===== src/hdl/prf_pkg.sv =====
// Package with the shared types and codes of the ring-buffer byte pipe.
package prf_pkg;

	typedef enum logic [1:0] {
		KIND_WRITE    = 2'd0,
		KIND_READ     = 2'd1,
		KIND_CLOSE_WR = 2'd2,
		KIND_CLOSE_RD = 2'd3
	} op_kind_t;

	typedef enum logic [1:0] {
		ST_OK   = 2'd0,
		ST_WAIT = 2'd1,
		ST_EOD  = 2'd2,
		ST_FAIL = 2'd3
	} status_t;

	typedef struct packed {
		op_kind_t    kind;
		logic [7:0]  write_data;
		logic        request_last;
	} cmd_t;

	typedef struct packed {
		status_t     status;
		logic [7:0]  read_data;
		logic [8:0]  fill_level;
		logic        request_done;
	} rsp_t;

	typedef enum logic [1:0] {
		CTRL_IDLE = 2'd0,
		CTRL_EXEC = 2'd1,
		CTRL_RESP = 2'd2
	} ctrl_state_t;

	// Commands from the controller to the datapath.
	typedef struct packed {
		logic capture;
		logic execute;
	} dp_ctrl_t;

endpackage


===== src/hdl/prf_ctrl.sv =====
// Controller state machine of the ring-buffer byte pipe.
module prf_ctrl
	import prf_pkg::*;
(
	input  logic     clk,
	input  logic     arst_n,
	input  logic     start,
	output logic     busy,
	output logic     done,
	output dp_ctrl_t dp_ctrl
);

	ctrl_state_t state_q;
	ctrl_state_t state_d;

	always_ff @(posedge clk or negedge arst_n) begin
		if (!arst_n) begin
			state_q <= CTRL_IDLE;
		end else begin
			state_q <= state_d;
		end
	end

	always_comb begin
		state_d         = state_q;
		busy            = 1'b0;
		done            = 1'b0;
		dp_ctrl.capture = 1'b0;
		dp_ctrl.execute = 1'b0;
		case (state_q)
			CTRL_IDLE: begin
				dp_ctrl.capture = start;
				if (start) begin
					state_d = CTRL_EXEC;
				end
			end
			CTRL_EXEC: begin
				busy            = 1'b1;
				dp_ctrl.execute = 1'b1;
				state_d         = CTRL_RESP;
			end
			CTRL_RESP: begin
				// The result shows while the next command is taken in.
				done            = 1'b1;
				dp_ctrl.capture = start;
				state_d         = start ? CTRL_EXEC : CTRL_IDLE;
			end
			default: begin
				state_d = CTRL_IDLE;
			end
		endcase
	end

endmodule


===== src/hdl/prf_dp.sv =====
// Datapath of the ring-buffer byte pipe: byte memory, indices and end flags.
module prf_dp
	import prf_pkg::*;
#(
	parameter int DEPTH = 512
)
(
	input  logic     clk,
	input  logic     arst_n,
	input  dp_ctrl_t dp_ctrl,
	input  cmd_t     cmd,
	output rsp_t     rsp
);

	localparam int PTR_W  = (DEPTH > 1) ? $clog2(DEPTH) : 1;
	localparam int FILL_W = PTR_W + 1;

	logic [7:0]       mem [DEPTH];
	cmd_t             cmd_q;
	logic [PTR_W-1:0] head_q;
	logic [PTR_W-1:0] tail_q;
	logic             writer_open_q;
	logic             reader_open_q;
	status_t          status_q;
	logic             rd_ok_q;
	logic             last_q;
	logic [7:0]       rd_data_q;

	logic [PTR_W-1:0]  head_next;
	logic [PTR_W-1:0]  tail_next;
	logic              empty;
	logic              full;
	logic              wr_en;
	logic              rd_en;
	status_t           status_d;
	logic [FILL_W-1:0] fill;
	logic [31:0]       fill_ext;

	assign head_next = (head_q == PTR_W'(DEPTH - 1)) ? '0 : head_q + 1'b1;
	assign tail_next = (tail_q == PTR_W'(DEPTH - 1)) ? '0 : tail_q + 1'b1;
	assign empty     = (head_q == tail_q);
	assign full      = (tail_next == head_q);

	always_comb begin
		status_d = ST_OK;
		wr_en    = 1'b0;
		rd_en    = 1'b0;
		case (cmd_q.kind)
			KIND_WRITE: begin
				if (!writer_open_q || !reader_open_q) begin
					status_d = ST_FAIL;
				end else if (full) begin
					status_d = ST_WAIT;
				end else begin
					wr_en = dp_ctrl.execute;
				end
			end
			KIND_READ: begin
				if (!reader_open_q) begin
					status_d = ST_FAIL;
				end else if (empty) begin
					status_d = writer_open_q ? ST_WAIT : ST_EOD;
				end else begin
					rd_en = dp_ctrl.execute;
				end
			end
			default: begin
				status_d = ST_OK;
			end
		endcase
	end

	always_ff @(posedge clk) begin
		if (wr_en) begin
			mem[tail_q] <= cmd_q.write_data;
		end
		if (dp_ctrl.execute) begin
			rd_data_q <= mem[head_q];
		end
	end

	always_ff @(posedge clk) begin
		if (dp_ctrl.capture) begin
			cmd_q <= cmd;
		end
		if (dp_ctrl.execute) begin
			status_q <= status_d;
			rd_ok_q  <= rd_en;
			last_q   <= cmd_q.request_last;
		end
	end

	always_ff @(posedge clk or negedge arst_n) begin
		if (!arst_n) begin
			head_q        <= '0;
			tail_q        <= '0;
			writer_open_q <= 1'b1;
			reader_open_q <= 1'b1;
		end else if (dp_ctrl.execute) begin
			if (wr_en) begin
				tail_q <= tail_next;
			end
			if (rd_en) begin
				head_q <= head_next;
			end
			if (cmd_q.kind == KIND_CLOSE_WR) begin
				writer_open_q <= 1'b0;
			end
			if (cmd_q.kind == KIND_CLOSE_RD) begin
				reader_open_q <= 1'b0;
			end
		end
	end

	// Occupancy from the indices; they are stable while the result is shown.
	assign fill = (tail_q >= head_q) ?
		({1'b0, tail_q} - {1'b0, head_q}) :
		({1'b0, tail_q} + FILL_W'(DEPTH) - {1'b0, head_q});
	assign fill_ext = 32'(fill);

	assign rsp.status       = status_q;
	assign rsp.read_data    = rd_ok_q ? rd_data_q : 8'd0;
	assign rsp.fill_level   = fill_ext[8:0];
	assign rsp.request_done = last_q;

	a_idx_range: assert property (@(posedge clk) disable iff (!arst_n)
		(32'(head_q) < DEPTH) && (32'(tail_q) < DEPTH))
		else $error("ring index out of range");

	a_no_write_closed: assert property (@(posedge clk) disable iff (!arst_n)
		(dp_ctrl.execute && cmd_q.kind == KIND_WRITE && (!writer_open_q || !reader_open_q))
		|=> (tail_q == $past(tail_q)))
		else $error("write advanced tail with an end closed");

	a_no_read_empty: assert property (@(posedge clk) disable iff (!arst_n)
		(dp_ctrl.execute && empty) |=> (head_q == $past(head_q)))
		else $error("head advanced on an empty buffer");

	a_no_overfill: assert property (@(posedge clk) disable iff (!arst_n)
		(dp_ctrl.execute && full) |=> (tail_q == $past(tail_q)))
		else $error("tail advanced on a full buffer");

endmodule


===== src/hdl/pipe_ring_fifo_core.sv =====
// Top level of the ring-buffer byte pipe: controller plus datapath.
//
// The block is a byte pipe held in a ring buffer of DEPTH slots; one slot
// always stays free, so at most DEPTH-1 bytes are held. Each command is one
// operation: write a byte, read a byte, close the writer end or close the
// reader end. A command transfer happens at a rising edge with start high
// and busy low. Every command gives exactly one result, shown on rsp for a
// single cycle while done is high; the receiver must take it in that cycle,
// since it cannot hold results off.
// The command is registered at its transfer and evaluated in the execute
// state, where status and read byte are registered; then done is high.
// A command may be issued in the very cycle a result is shown, but none is
// taken while busy is high. The registered read port of the byte memory
// takes the byte at the head index together with the status of the command.
// Reset clears both indices (empty buffer) and reopens both ends. The byte
// memory is not cleared; only slots that were written are ever read back.
// Statuses: ok, wait and retry (full on write, empty with writer open on
// read), end of data (empty with writer closed), failure on a closed end.
module pipe_ring_fifo_core
	import prf_pkg::*;
#(
	parameter int DEPTH = 512
)
(
	input  logic clk,
	input  logic arst_n,
	input  logic start,
	input  cmd_t cmd,
	output logic busy,
	output logic done,
	output rsp_t rsp
);

	dp_ctrl_t dp_ctrl;

	// Sequencer: capture, evaluate, present the result.
	prf_ctrl u_ctrl (
		.clk     (clk),
		.arst_n  (arst_n),
		.start   (start),
		.busy    (busy),
		.done    (done),
		.dp_ctrl (dp_ctrl)
	);

	// Storage, index arithmetic and status decisions.
	prf_dp #(
		.DEPTH (DEPTH)
	) u_dp (
		.clk     (clk),
		.arst_n  (arst_n),
		.dp_ctrl (dp_ctrl),
		.cmd     (cmd),
		.rsp     (rsp)
	);

endmodule


===== config.mk =====
export PLATFORM = sky130hd
export DESIGN_NAME = pipe_ring_fifo_core
export DESIGN_NICKNAME = d
export VERILOG_FILES = /design/src/hdl/prf_pkg.sv /design/src/hdl/prf_ctrl.sv /design/src/hdl/prf_dp.sv /design/src/hdl/pipe_ring_fifo_core.sv
export SDC_FILE = /design/constraint.sdc
export NUM_CORES = 2
export LEC_CHECK = 0
export BUFFER_PORTS_ARGS = -buffer_cell sky130_fd_sc_hd__buf_4
export CORE_MARGIN = 5
export CORE_UTILIZATION = 50
export DETAILED_ROUTE_END_ITERATION = 6
export PLACE_DENSITY = 0.65
export SLEW_MARGIN = 20
export SYNTH_ARGS = -nofsm -noshare
export SYNTH_HDL_FRONTEND = slang
export SYNTH_SLANG_ARGS = --single-unit

===== constraint.sdc =====
create_clock -name clk -period 14.4 [get_ports clk]
set_input_delay 0.72 -clock clk [delete_from_list [all_inputs] [get_ports clk]]
set_output_delay 0.72 -clock clk [all_outputs]
set_load 0.05 [all_outputs]

# [After elaboration in Yosys (flattened, before gate mapping)]
# Memories as Yosys holds them, arrays and structs flattened. A register that Yosys moved wholly into a read port is not among the register bits.
# Index checks and enable logic that the tools add are counted.
[totals] out_inout_bits=22 elab_cells=62 regBits=37 memories=1 inputBits=14 mem_bits_rw=4096
[op_classes] add_sub_neg=5 n_eq_ne=10 muxes=24 reduce_logical=10 n_lt_le_gt_ge=1
[memory_table] memory="u_dp.mem" depth=512 word_bits=8 rd=1 rd_ports_with_merged_regs=1 write_ports=1 line_no="prf_dp.sv:18" text="logic [7:0] mem [DEPTH];"
[op_table] op="9-bit by 1-bit adder with 9-bit output, second input constant" n=3
[op_table] op="9-bit two-way mux" n=3
[op_table] op="9-bit equality test" n=2
[op_table] op="9-bit equality test, second input constant" n=2
[op_table] op="9-bit subtractor" n=2
[op_table] op="1-bit two-way mux" n=13
[op_table] op="2-bit two-way mux" n=5
[op_table] op="9-bit >= comparator" n=1
[op_table] op="8-bit two-way mux" n=1
[op_table] op="2-bit AND reduction" n=4
[op_table] op="2-bit equality test, second input constant" n=3
[op_table] op="2-bit case mux with 3 select lines" n=1
[op_table] op="2-bit by 1-bit equality test with 1-bit output, second input constant" n=2
[op_table] op="2-bit zero test" n=2
[op_table] op="2-bit case mux with 2 select lines" n=1
[op_table] op="1-bit zero test" n=2
[op_table] op="2-bit != test, second input constant" n=1
[op_table] op="2-bit OR reduction" n=1
[op_table] op="1-bit logical OR" n=1

# [Depth between registers and ports, before layout]
[logic_depth] depth_word=8 mapped_depth=18 depth_no_buf=12

# [Hierarchy]
# From an unflattened synthesis, not the netlist that was laid out.
[unflattened] hier_cells=8299 area_unflattened_um2=162239.4
[by_module_without_submodules] module="prf_dp" area_each_um2=162149.3 seq_area_each_um2=124191.6 cells_each=8291 instances=1
[by_module_without_submodules] module="prf_ctrl" area_each_um2=90.1 seq_area_each_um2=50.0 cells_each=8 instances=1

# [Least setup slack after synthesis]
# Ideal clock, no wire load.
[synth_path] path_type="reg2reg" startpoint="register u_dp.cmd_q[1] in the netlist's numbering" endpoint="memory u_dp.mem[0][0] (data pin)" setup_time_ps=1435 period_less_slack_ps=7593 path_stages_with_launch=1 setup_slack_ps=6807 required_ps=12965 arrival_ps=6158 n_path_buf=0 path_cell_list="edfxtp_1"
[synth_lines] item="start, declared" line_no="prf_dp.sv:19" text="cmd_t cmd_q;"
[synth_lines] item="start signal, assigned" line_no="prf_dp.sv:84" text="cmd_q <= cmd;"
[synth_lines] item="end, declared" line_no="prf_dp.sv:18"
# Straight into the memory's write port.

==> flow_summary.yaml <==
run_status:
  status: "finished with violations"
  violations: "design-rule violations"
run:
  maxCapViolCount: 0
global_routing:
  grt_max_degree: 197
  globalRoute.totalOverflow: 0
  grt_use_total_pct: 25.17
  antenna_found_initial: 25
  grt_pass1_wl_mm: 619.9
  first_global_vias: 84370
routing:
  antenna_left: 0
  wl_mm: 433.0
  wl_per_cell_um: 32.50
  dr.first_iter.drc_count: 12310
  vias_per_cell: 6.471
  drc: 10
  drt_pre_antenna_iters: 7
  vias: 86220
clocking:
  cts_tree: "yes"
  post_cts_buffers: 0
  numCtsBuffers: 411
  ctsResizeCount: 0
  ctsLongestPathBuffers: 4
  worstSkewPairLatency_ns: 0.99
  h-tree-depth: 5
  clkTransAtPathRegs_ns: 0.06
  root_buffer: "clkbuf_16"
  cts_hold_buf: 13
  cts_sinks: 4141
finish:
  synthToLayoutAreaGrowth_pct: 12.27
  drive_gt1_share_pct: 19.68
  layout_commonest_cell: "edfxtp_1"
  fin_util_pct: 56.35
  layout_common_cells: "edfxtp_1, mux2i_1, mux4_2, clkbuf_16, o221ai_1"
  final_nets: 8674
worst_setup_path:
  cp.required_ns: 15.18
  critical_path_class: "reg2reg"
  max_stage_delay_ns: 0.73
  cp.arrival_ns: 7.25
  cp_common_cell: "buf_4"
  start_kind: "flip-flop"
  cp_top_family: "compound AO/OA/AOI/OAI gates"
  cp.buffers_inverters: 4
  worst_path_max_delay_cell: "buf_4"
  endpoint_kind: "flip-flop"
  crit_chain: "inv_4 -> buf_4 -> nand2_4 -> buf_4 -> buf_4 -> o221ai_1 -> a21oi_1 -> or4_1 -> a21oi_1 -> a22oi_1 -> a311oi_1"
  worstPathMaxFanout: 51
timing:
  worst_slew_pin_slew_ns: 1.335
  max_freq_mhz: 154.5
  hold_viol: 0
  max_slew_margin_pct: 11.01
  setup_viol: 0
  hold-worst-slack_ns: 0.2035
  fin_skew_ns: 0.09514
  drv_slew: 0
  setup-tns-final_ns: 0
  rsz0062_at_grt: "no"
  min_period_over_period_pct: 44.95
  finalCriticalPeriod_ns: 6.473
  layout_setup_ws_ns: 7.927
synthesis:
  synth_nets: 8433
  yosysWarnings: 0
  yosysSeqAreaShare_pct: 76.34
  ys.flop_type: "edfxtp_1"
  synth_area_leader_cell: "edfxtp_1"
  synth-edff-count: 4119
  ys_ff_latch: 4141
  yosysUniqueCellTypes: 64
  mappedNetlistArea_um2: 162700
  syn_avg_cell_area_um2: 19.37
  post_synth_main_area_contributors: "edfxtp_1, mux4_2, mux2i_1"
  async_flop_share_pct: 0.5313
  netlist.area_leader.share_pct: 76.00
  syn_inst: 8402
power_and_ir_drop:
  power.internal_w: 0.01940
  pwr-share-comb_pct: 1.0
  clockPowerShare_pct: 44.0
  p_per_area_nw_per_um2: 132.1
  sw_frac_of_total_pct: 19.62
  power_frac_seq_pct: 55.0
  irDropWorstVdd_uv: 120.1
  power.leakage_nw: 53.46
  switching_power_w: 0.004734
die:
  rows: 209
  start_util_pct: 50.19
  die_w_um: 580.5
  die_area_um2: 337000
  die_h_um: 580.5
  core_um2: 324300
  io_pins: 36
placed_design:
  place_congestion: 0.9112
  post-dp-hpwl_mm: 264.4
  post-place-ws_ns: 8.224
  io_buffers: 35
worst_hold_path:
  hp-class: "in2async"
[power by group through the flow]
| stage | registers [W] | clock network, W | logic (W) |
|---|---|---|---|
| detailed placement | 0.0135 | 0 | 0.000236 |
| global placement | 0.0135 | 0 | 0.000221 |
| global route | 0.0133 | 0.0113 | 0.000252 |
| floorplan | 0.0137 | 0 | 0.00000818 |
| CTS | 0.0133 | 0.0108 | 0.000238 |
| finish | 0.0133 | 0.0106 | 0.000239 |
[final timing paths]
| check | startpoint | to | slack (ns) | cells past startpoint |
|---|---|---|---|---|
| max reg2reg | u_dp.head_q[2] | u_dp.rd_data_q[6] | 7.93 | 11 |
| min in group clk | u_dp.cmd_q[0] | u_dp.last_q | 0.44 | 0 |
| min | arst_n | u_ctrl.state_q[0] | 0.20 | 2 |
| min reg2reg | u_dp.cmd_q[0] | u_dp.last_q | 0.44 | 0 |
| max in group asynchronous | arst_n | u_dp.head_q[2] | 13.82 | 2 |
| max | u_dp.head_q[2] | u_dp.rd_data_q[6] | 7.93 | 11 |
[worst register-to-register path: cells and delay by family (launching register included)]
family,cells,cell delay [ns]
AOI/OAI and AO/OA,5,2.19
buffers and inverters,4,2.17
DFF,1,0.63
and+or+nand+nor,2,1.29
[per-stage QoR]
step / std cells / total power (W) / instance area [µm²]
after floorplan: 8402 / 0.01369 / 162700
after global placement: 12540 / 0.01374 / 168700
after detailed placement: 12540 / 0.01376 / 169100
after CTS: 13300 / 0.02426 / 182500
after global routing: 13310 / 0.02481 / 182700
final: 13320 / 0.02413 / 182700
[Yosys cell counts, types with 20 or more instances]
cell type	count
a21oi_1	213
buf_6	25
nor4_1	28
nor2_1	337
nor3_1	366
buf_2	116
nand4_1	43
dfrtp_1	20
clkbuf_1	261
o221ai_1	376
edfxtp_1	4119
o22ai_1	176
mux2i_1	776
nand2_1	249
nand3_1	37
o21ai_0	113
a22oi_1	38
a211oi_1	35
buf_1	56
o31ai_1	36
buf_4	95
and2_1	37
mux4_2	651
[layer usage]
layer / up-vias / global-route usage [%] / part of all wire, %
met5: - / 0 / 0.011
met4: 8 / 7.982 / 3.4
met3: 791 / 6.142 / 11
met2: 4929 / 37.96 / 46
met1: 45020 / 36.63 / 40
li1: 35470 / - / -
[sequential cells by signal, indices dropped and copies added, names as in the netlist]
| signal | count |
|---|---|
| u_ctrl.state_q | 2 |
| u_dp.cmd_q | 11 |
| u_dp.head_q | 9 |
| u_dp.last_q | 1 |
| u_dp.mem | 4096 |
| u_dp.rd_data_q | 8 |
| u_dp.rd_ok_q | 1 |
| u_dp.reader_open_q | 1 |
| u_dp.status_q | 2 |
| u_dp.tail_q | 9 |
| u_dp.writer_open_q | 1 |
[cells by family (layout without fill, tap and decap cells)]
kind of cell	after synthesis	after routing	share of synthesized area (%)
flops	4141	4141	76.34
simple gates	1184	1184	3.392
xor+xnor	14	14	0.07534
other cells	0	16	0
mux	1439	1439	13.86
buf+inv	572	1153	1.743
fa+ha+maj	17	17	0.1353
compound gates	1035	1035	4.450
[area by class of cell]
class                      instances  area [µm²]
multi-input combinational       3689       36470
fill                           24100      141500
tap                             4325        5411
antenna                           16       40.04
inverter                          19       81.33
sequential                      4141      124300
clock buffer                     519       10840
timing repair buffer             381        3187
clock inverter                   234        2430
Power figures use the tool's default switching activity.
